--- src/rtl/fwesd_pkg.sv ---
package fwesd_pkg;

	localparam int WHEEL_COUNT = 4;
	localparam int DUTY_W      = 8;
	localparam int GAIN_W      = 16;
	localparam int FRAC_BITS   = 8;
	localparam int TARGET_W    = 16;
	localparam int CFG_DATA_W  = 16;
	localparam int CFG_INDEX_W = 1;

	localparam logic [DUTY_W-1:0] DUTY_MAX          = 8'd255;
	localparam logic [DUTY_W-1:0] BASE_DUTY_RESET   = 8'd128;
	localparam logic [GAIN_W-1:0] CORR_GAIN_RESET   = 16'd256;

	typedef enum logic {
		OP_START = 1'b0,
		OP_STEP  = 1'b1
	} op_t;

	typedef enum logic [CFG_INDEX_W-1:0] {
		REG_BASE_DUTY       = 1'b0,
		REG_CORRECTION_GAIN = 1'b1
	} reg_index_t;

	typedef struct packed {
		logic [DUTY_W-1:0] base_duty;
		logic [GAIN_W-1:0] correction_gain;
	} cfg_t;

endpackage

--- src/rtl/fwesd_cfg_regs.sv ---
module fwesd_cfg_regs (
	input  logic                               clk,
	input  logic                               arst_n,
	input  logic                               cfg_we,
	input  logic [fwesd_pkg::CFG_INDEX_W-1:0]  cfg_index,
	input  logic [fwesd_pkg::CFG_DATA_W-1:0]   cfg_data,
	output fwesd_pkg::cfg_t                    cfg
);

	fwesd_pkg::cfg_t cfg_q;

	always_ff @(posedge clk or negedge arst_n) begin
		if (!arst_n) begin
			cfg_q.base_duty       <= fwesd_pkg::BASE_DUTY_RESET;
			cfg_q.correction_gain <= fwesd_pkg::CORR_GAIN_RESET;
		end else if (cfg_we) begin
			case (fwesd_pkg::reg_index_t'(cfg_index))
				fwesd_pkg::REG_BASE_DUTY: begin
					cfg_q.base_duty <= cfg_data[fwesd_pkg::DUTY_W-1:0];
				end
				fwesd_pkg::REG_CORRECTION_GAIN: begin
					cfg_q.correction_gain <= cfg_data[fwesd_pkg::GAIN_W-1:0];
				end
				default: begin
					cfg_q <= cfg_q;
				end
			endcase
		end
	end

	assign cfg = cfg_q;

endmodule

--- src/rtl/fwesd_wheel_duty.sv ---
module fwesd_wheel_duty #(
	parameter int COUNT_WIDTH = 16
) (
	input  fwesd_pkg::cfg_t                     cfg,
	input  logic [COUNT_WIDTH-1:0]              avg,
	input  logic [COUNT_WIDTH-1:0]              own,
	input  logic [fwesd_pkg::TARGET_W-1:0]      goal,
	output logic [fwesd_pkg::DUTY_W-1:0]        duty
);

	localparam int PROD_W = COUNT_WIDTH + fwesd_pkg::GAIN_W;
	localparam int CORR_W = PROD_W - fwesd_pkg::FRAC_BITS;
	localparam int GOAL_CMP_W = (COUNT_WIDTH > fwesd_pkg::TARGET_W) ?
		COUNT_WIDTH : fwesd_pkg::TARGET_W;

	logic                   ahead;
	logic [COUNT_WIDTH-1:0] mag;
	logic [PROD_W-1:0]      prod;
	logic [CORR_W-1:0]      corr;
	logic [CORR_W:0]        up;
	logic                   stopped;

	assign ahead   = (avg >= own);
	assign mag     = ahead ? (avg - own) : (own - avg);
	assign prod    = PROD_W'(mag) * PROD_W'(cfg.correction_gain);
	assign corr    = prod[PROD_W-1:fwesd_pkg::FRAC_BITS];
	assign up      = (CORR_W+1)'(cfg.base_duty) + (CORR_W+1)'(corr);
	assign stopped = (GOAL_CMP_W'(own) >= GOAL_CMP_W'(goal));

	always_comb begin
		if (stopped) begin
			duty = '0;
		end else if (ahead) begin
			if (up > (CORR_W+1)'(fwesd_pkg::DUTY_MAX)) begin
				duty = fwesd_pkg::DUTY_MAX;
			end else begin
				duty = up[fwesd_pkg::DUTY_W-1:0];
			end
		end else begin
			if (corr > CORR_W'(cfg.base_duty)) begin
				duty = '0;
			end else begin
				duty = cfg.base_duty - corr[fwesd_pkg::DUTY_W-1:0];
			end
		end
	end

endmodule

--- src/rtl/four_wheel_encoder_sync_drive.sv ---
// Channel  | Handshake             | Payload
// command  | cmd_valid, cmd_stall  | op, target_ticks, pulse_front_left .. pulse_rear_right
// result   | res_valid, res_stall  | duty_front_left .. duty_rear_right, moving, done_res
// config   | cfg_we                | cfg_index, cfg_data
//
// Each item is taken into the input register and then moves to the result register,
// which presents its result. One item is accepted every cycle unless a stalled
// result holds the result register; the counter update, the sum compare and the
// per-wheel correction multiply all sit between the input and result registers.
// Reset clears the wheel counters, the goal and the move flag at once.
// A stalled result holds the result register, and the command side stalls only
// when the input register is full behind it.
module four_wheel_encoder_sync_drive #(
	parameter int COUNT_WIDTH = 16
) (
	input  logic                               clk,
	input  logic                               arst_n,
	input  logic                               cmd_valid,
	output logic                               cmd_stall,
	input  logic                               op,
	input  logic [fwesd_pkg::TARGET_W-1:0]     target_ticks,
	input  logic                               pulse_front_left,
	input  logic                               pulse_front_right,
	input  logic                               pulse_rear_left,
	input  logic                               pulse_rear_right,
	output logic                               res_valid,
	input  logic                               res_stall,
	output logic [fwesd_pkg::DUTY_W-1:0]       duty_front_left,
	output logic [fwesd_pkg::DUTY_W-1:0]       duty_front_right,
	output logic [fwesd_pkg::DUTY_W-1:0]       duty_rear_left,
	output logic [fwesd_pkg::DUTY_W-1:0]       duty_rear_right,
	output logic                               moving,
	output logic                               done_res,
	input  logic                               cfg_we,
	input  logic [fwesd_pkg::CFG_INDEX_W-1:0]  cfg_index,
	input  logic [fwesd_pkg::CFG_DATA_W-1:0]   cfg_data
);

	localparam int NW     = fwesd_pkg::WHEEL_COUNT;
	localparam int SUM_W  = COUNT_WIDTH + 2;
	localparam int GOAL4_W = fwesd_pkg::TARGET_W + 2;
	localparam int CMP_W  = (SUM_W > GOAL4_W) ? SUM_W : GOAL4_W;

	fwesd_pkg::cfg_t cfg;

	logic                              valid_s1;
	fwesd_pkg::op_t                    op_s1;
	logic [fwesd_pkg::TARGET_W-1:0]    target_s1;
	logic [NW-1:0]                     pulse_s1;

	logic [COUNT_WIDTH-1:0]            cnt_q [NW];
	logic [SUM_W-1:0]                  sum_q;
	logic [fwesd_pkg::TARGET_W-1:0]    goal_q;
	logic                              active_q;

	logic                              res_valid_q;
	logic [fwesd_pkg::DUTY_W-1:0]      duty_q [NW];
	logic                              moving_q;
	logic                              done_q;

	logic                              out_free;
	logic                              fire;
	logic                              is_step;
	logic [NW-1:0]                     inc;
	logic [2:0]                        inc_total;
	logic [COUNT_WIDTH-1:0]            cnt_new [NW];
	logic [SUM_W-1:0]                  sum_new;
	logic                              finish;
	logic [COUNT_WIDTH-1:0]            avg;
	logic [fwesd_pkg::DUTY_W-1:0]      wheel_duty [NW];

	fwesd_cfg_regs u_cfg (
		.clk       (clk),
		.arst_n    (arst_n),
		.cfg_we    (cfg_we),
		.cfg_index (cfg_index),
		.cfg_data  (cfg_data),
		.cfg       (cfg)
	);

	assign out_free  = !res_valid_q || !res_stall;
	assign fire      = valid_s1 && out_free;
	assign cmd_stall = valid_s1 && !out_free;
	assign is_step   = (op_s1 == fwesd_pkg::OP_STEP);

	always_comb begin
		for (int i = 0; i < NW; i++) begin
			inc[i] = is_step && active_q && pulse_s1[i] &&
				(cnt_q[i] != {COUNT_WIDTH{1'b1}});
			cnt_new[i] = cnt_q[i] + COUNT_WIDTH'(inc[i]);
		end
	end

	assign inc_total = 3'(inc[0]) + 3'(inc[1]) + 3'(inc[2]) + 3'(inc[3]);
	assign sum_new   = sum_q + SUM_W'(inc_total);
	assign finish    = (CMP_W'(sum_new) >= CMP_W'({goal_q, 2'b00}));
	assign avg       = sum_new[SUM_W-1:2];

	for (genvar w = 0; w < NW; w++) begin : g_wheel
		fwesd_wheel_duty #(
			.COUNT_WIDTH (COUNT_WIDTH)
		) u_duty (
			.cfg  (cfg),
			.avg  (avg),
			.own  (cnt_new[w]),
			.goal (goal_q),
			.duty (wheel_duty[w])
		);
	end

	always_ff @(posedge clk or negedge arst_n) begin
		if (!arst_n) begin
			valid_s1 <= 1'b0;
		end else if (!cmd_stall) begin
			valid_s1 <= cmd_valid;
		end
	end

	always_ff @(posedge clk) begin
		if (cmd_valid && !cmd_stall) begin
			op_s1     <= fwesd_pkg::op_t'(op);
			target_s1 <= target_ticks;
			pulse_s1  <= {pulse_rear_right, pulse_rear_left, pulse_front_right,
				pulse_front_left};
		end
	end

	always_ff @(posedge clk or negedge arst_n) begin
		if (!arst_n) begin
			for (int i = 0; i < NW; i++) begin
				cnt_q[i] <= '0;
			end
			sum_q    <= '0;
			goal_q   <= '0;
			active_q <= 1'b0;
		end else if (fire) begin
			if (!is_step) begin
				for (int i = 0; i < NW; i++) begin
					cnt_q[i] <= '0;
				end
				sum_q    <= '0;
				goal_q   <= target_s1;
				active_q <= (target_s1 != '0);
			end else if (active_q) begin
				for (int i = 0; i < NW; i++) begin
					cnt_q[i] <= cnt_new[i];
				end
				sum_q <= sum_new;
				if (finish) begin
					active_q <= 1'b0;
				end
			end
		end
	end

	always_ff @(posedge clk or negedge arst_n) begin
		if (!arst_n) begin
			res_valid_q <= 1'b0;
		end else if (out_free) begin
			res_valid_q <= valid_s1;
		end
	end

	always_ff @(posedge clk) begin
		if (fire) begin
			for (int i = 0; i < NW; i++) begin
				duty_q[i] <= '0;
			end
			moving_q <= 1'b0;
			done_q   <= 1'b0;
			if (!is_step) begin
				if (target_s1 == '0) begin
					done_q <= 1'b1;
				end else begin
					for (int i = 0; i < NW; i++) begin
						duty_q[i] <= cfg.base_duty;
					end
					moving_q <= 1'b1;
				end
			end else if (active_q) begin
				if (finish) begin
					done_q <= 1'b1;
				end else begin
					for (int i = 0; i < NW; i++) begin
						duty_q[i] <= wheel_duty[i];
					end
					moving_q <= 1'b1;
				end
			end
		end
	end

	assign res_valid        = res_valid_q;
	assign duty_front_left  = duty_q[0];
	assign duty_front_right = duty_q[1];
	assign duty_rear_left   = duty_q[2];
	assign duty_rear_right  = duty_q[3];
	assign moving           = moving_q;
	assign done_res         = done_q;

endmodule

--- config.mk ---
export PLATFORM = sky130hd
export DESIGN_NAME = four_wheel_encoder_sync_drive
export DESIGN_NICKNAME = d
export VERILOG_FILES = /design/src/rtl/fwesd_pkg.sv /design/src/rtl/fwesd_cfg_regs.sv /design/src/rtl/fwesd_wheel_duty.sv /design/src/rtl/four_wheel_encoder_sync_drive.sv
export SDC_FILE = /design/constraint.sdc
export NUM_CORES = 2
export LEC_CHECK = 0
export BUFFER_PORTS_ARGS = -buffer_cell sky130_fd_sc_hd__buf_4
export CORE_MARGIN = 1
export CORE_UTILIZATION = 40
export CTS_CLUSTER_SIZE = 8
export DETAILED_ROUTE_END_ITERATION = 16
export HOLD_SLACK_MARGIN = 0.08
export PLACE_DENSITY = 0.65
export SLEW_MARGIN = 30
export SYNTH_ARGS = -nofsm -noshare
export SYNTH_HDL_FRONTEND = slang
export SYNTH_SLANG_ARGS = --single-unit
--- constraint.sdc ---
create_clock -name clk -period 16.8 [get_ports clk]
set_input_delay 0.84 -clock clk [delete_from_list [all_inputs] [get_ports clk]]
set_output_delay 0.84 -clock clk [all_outputs]
set_load 0.05 [all_outputs]
==> results_tabular.tex <==
\begin{tabular}{lr}
\hline
Metric & Value \\
\hline
\multicolumn{2}{l}{\textbf{Timing}} \\
Final setup violation count & 0 \\
Max-slew violation count & 0 \\
Unrepaired setup endpoints after global routing & false \\
Shortest period the worst path allows & 16.11 ns \\
Pin slew with the least headroom to its limit & 0.9641 ns \\
FMAX & 0.06207 GHz \\
Final Skew & 0.01961 ns \\
Headroom to the max-slew limit & 35.73\% \\
Final cycle utilization of the critical path & 95.90\% \\
Final hold violation count & 0 \\
Worst hold margin & 0.3843 ns \\
\multicolumn{2}{l}{\textbf{Critical path}} \\
Most repeated library cell on the critical path & fa\_1 \\
Longest individual stage delay on the worst path & 0.59 ns \\
RR Startpoint & cnt\_q[58] \\
Critical-path maximum fanout & 17 \\
Worst EP required & 17.03 ns \\
Type of origin of the critical path & flop \\
Register-to-Register Path Depth & 52 \\
Crit path launch & cnt\_q[58] \\
Critical Setup Path Class & reg -> reg \\
Crit end category & flop \\
Critical-path top delay cell & fa\_1 \\
Crit path DAT & 16.34 ns \\
\multicolumn{2}{l}{\textbf{Placement}} \\
Half-perimeter wire length after detailed placement & 141200 um \\
Final weighted congestion of routability-driven global placement & 0.9929 \\
PortBufs & 78 \\
Inst Count DP & 8547 \\
\multicolumn{2}{l}{\textbf{Clock tree}} \\
TritonCTS Buffers & 17 \\
TritonCTS clock tree & yes \\
Number of levels in the clock H-tree & 4 \\
Cell at the root of the clock tree & clkbuf\_16 \\
Clock Latency Late Sink & 0.51 ns \\
Longest Clk Path Bufs & 2 \\
CTS clock-pin slew for the worst setup and hold paths & 0.09 ns \\
CTS sink cnt & 180 \\
\multicolumn{2}{l}{\textbf{Global routing}} \\
Vias in the first global route & 48170 \\
Initial antenna violation count & 5 \\
Total overflow reported by the global router & 0 \\
First-pass GRT wire length & 279300 um \\
Largest net degree at the start of global routing & 96 \\
Combined global-route utilization of all metal layers & 25.34\% \\
\multicolumn{2}{l}{\textbf{Detailed routing}} \\
Iter 0 DRT Violations & 3920 \\
Router iterations before antenna repair & 6 \\
Antenna viol nets, final & 0 \\
Total number of vias & 47670 \\
Detailed-route wire length & 177200 um \\
Wire per inst & 20.63 um \\
Vias per inst & 5.549 \\
DRC Markers & 0 \\
\multicolumn{2}{l}{\textbf{Yosys}} \\
Syn\_area\_per\_cell & 8.254 um\^{}2 \\
Synth Flop Type & dfrtp\_1 \\
Count of unique library cells instantiated by Yosys & 101 \\
Proportion of synthesized chip area in sequential cells & 8.548\% \\
Net count after synthesis & 8285 \\
Yosys warning count & 0 \\
Instance count of the mapped netlist & 6778 \\
Count of flip-flops with a built-in enable after synthesis & 55 \\
Cell area after synthesis & 55940 um\^{}2 \\
Post-synthesis sequential element count & 180 \\
Share of synthesized registers carrying an async set or reset & 69.44\% \\
\multicolumn{2}{l}{\textbf{Finish}} \\
Ratio of cells with drive above 1 in the final layout & 5.696\% \\
Share of the core filled with cells in the final layout & 43.21\% \\
Area overhead of the layout relative to synthesis & 6.714\% \\
Net total in the final layout & 8218 \\
Final cell count without fillers & 8590 \\
\multicolumn{2}{l}{\textbf{Run}} \\
Reported max-cap violation count & 0 \\
\multicolumn{2}{l}{\textbf{Floorplanning}} \\
Boundary Pins & 79 \\
Horizontal die dimension & 376.0 um \\
Area of the core & 138200 um\^{}2 \\
Initial Utilization & 40.49\% \\
Die boundary height & 376.0 um \\
Die ar. & 141400 um\^{}2 \\
Floorplan row count & 136 \\
\multicolumn{2}{l}{\textbf{Min path}} \\
Class of the tightest hold or removal check & in -> async \\
\multicolumn{2}{l}{\textbf{Status}} \\
Run status & finished, final reports clean \\
\hline
\end{tabular}
[critical path: cells and delay by family (launching register included)]
| family | cells | cell delay (ns) |
|---|---|---|
| AO/OA/AOI/OAI | 9 | 2.55 |
| XOR/XNOR | 4 | 1.31 |
| adder cells (fa/ha/maj) | 12 | 5.43 |
| buffers and inverters | 7 | 1.15 |
| flip-flops | 1 | 0.46 |
| multiplexers | 2 | 0.51 |
| AND/OR/NAND/NOR | 18 | 4.40 |
[sequential cells by signal, indices dropped and copies added, names as in the netlist]
name / flops
pulse_s1: 4
moving: 1
target_s1: 16
res_valid: 1
goal_q: 16
cnt_q: 64
u_cfg.cfg: 24
active_q: 1
is_step: 1
sum_q: 18
valid_s1: 1
duty_q: 32
done_res: 1
[cells in the final DEF (no fill, tap or decap), types with 73 or more instances in the layout]
master and count:
inv_1 1181, nand2_1 838, fa_1 790, ha_1 674
and2_1 446, a21oi_1 263, nor2_1 261, o21ai_0 257
buf_4 229, xnor2_1 162, a21o_1 153, nand3_1 126
dfrtp_1 108, and3_1 83, xor2_1 80, nand4_1 75
nor2b_1 73
[synth_stat cells, types with 27 or more instances]
library cell / count / area share, %
xnor2_1: 170 / 2.7
maj3_1: 29 / 0.52
a21o_1: 153 / 2.1
o211ai_1: 27 / 0.36
inv_1: 1184 / 7.9
clkbuf_1: 304 / 2.0
nor3_1: 69 / 0.62
xor2_1: 85 / 1.3
nand2_1: 839 / 5.6
nand4_1: 75 / 0.84
edfxtp_1: 55 / 3.0
fa_1: 790 / 28
o31ai_1: 27 / 0.36
a31oi_1: 64 / 0.72
o21bai_1: 42 / 0.56
dfrtp_1: 123 / 5.5
a21oi_1: 263 / 2.4
nand2b_1: 53 / 0.59
o21ai_0: 261 / 2.3
nor2_1: 262 / 1.8
nor4_1: 27 / 0.30
mux2i_1: 47 / 0.84
ha_1: 674 / 15
o21a_1: 42 / 0.56
nor2b_1: 73 / 0.82
and2_1: 447 / 5.0
or3_1: 39 / 0.44
nand3_1: 126 / 1.1
and3_1: 83 / 0.93
[path summary, 6_finish.rpt]
| kind | end | slack [ns] |
|---|---|---|
| max | duty_q[0][4] | 0.69 |
| min | cnt_q[9] | 0.38 |
| max reg2reg | duty_q[0][4] | 0.69 |
| min reg2reg | goal_q[1] | 0.49 |
| max in group asynchronous | u_cfg.cfg[15] | 15.27 |
| min in group clk | goal_q[1] | 0.49 |
[routing by layer]
layer | part of all wire [%] | vias up | GRT usage [%]
met1 | 45 | 23920 | 36.11
met3 | 7.4 | 227 | 3.573
met4 | 2.5 | 0 | 6.619
met5 | 0 | - | 0
li1 | - | 21770 | -
met2 | 45 | 1761 | 40.13
[what timing repair did]
action / CTS / global route
resized for setup: 6 / 28
buffers inserted: 0 / 7
cloned: 0 / 0
pin swaps: 0 / 3
hold buffers: 0 / 0
setup endpoints to repair: 24 / 32
[metrics by stage]
step                      cell area, um^2  setup TNS, ns  setup WS (ns)
after floorplan                     55940              0          1.741
after global placement              58800        -0.3376       -0.07356
after detailed placement            58810         -6.132        -0.4654
after CTS                           59430              0        0.07053
after global routing                59690              0       0.007137
final                               59700              0         0.6895
[layout make-up]
type / instances / area [um^2]
clock inverters: 15 / 162.7
inverters: 1187 / 4459
fillers: 13950 / 78470
repair buffers: 231 / 1753
multi-input cells: 5094 / 45760
clock buffers: 17 / 425.4
flip-flops and latches: 180 / 4801
diodes: 3 / 7.507
well taps: 1863 / 2331
[kinds of logic after synthesis]
kind of cell	synth area share, %
buffers and inverters	10.12
DFF	8.548
muxes	1.311
adders and majority gates	43.86
and+or+nand+nor	19.36
xor gates and xnor gates	4.062
AOI/OAI and AO/OA	12.74
Power is not shown: default switching activity piles up to over one toggle a cycle in this logic, so the estimate is an artifact.
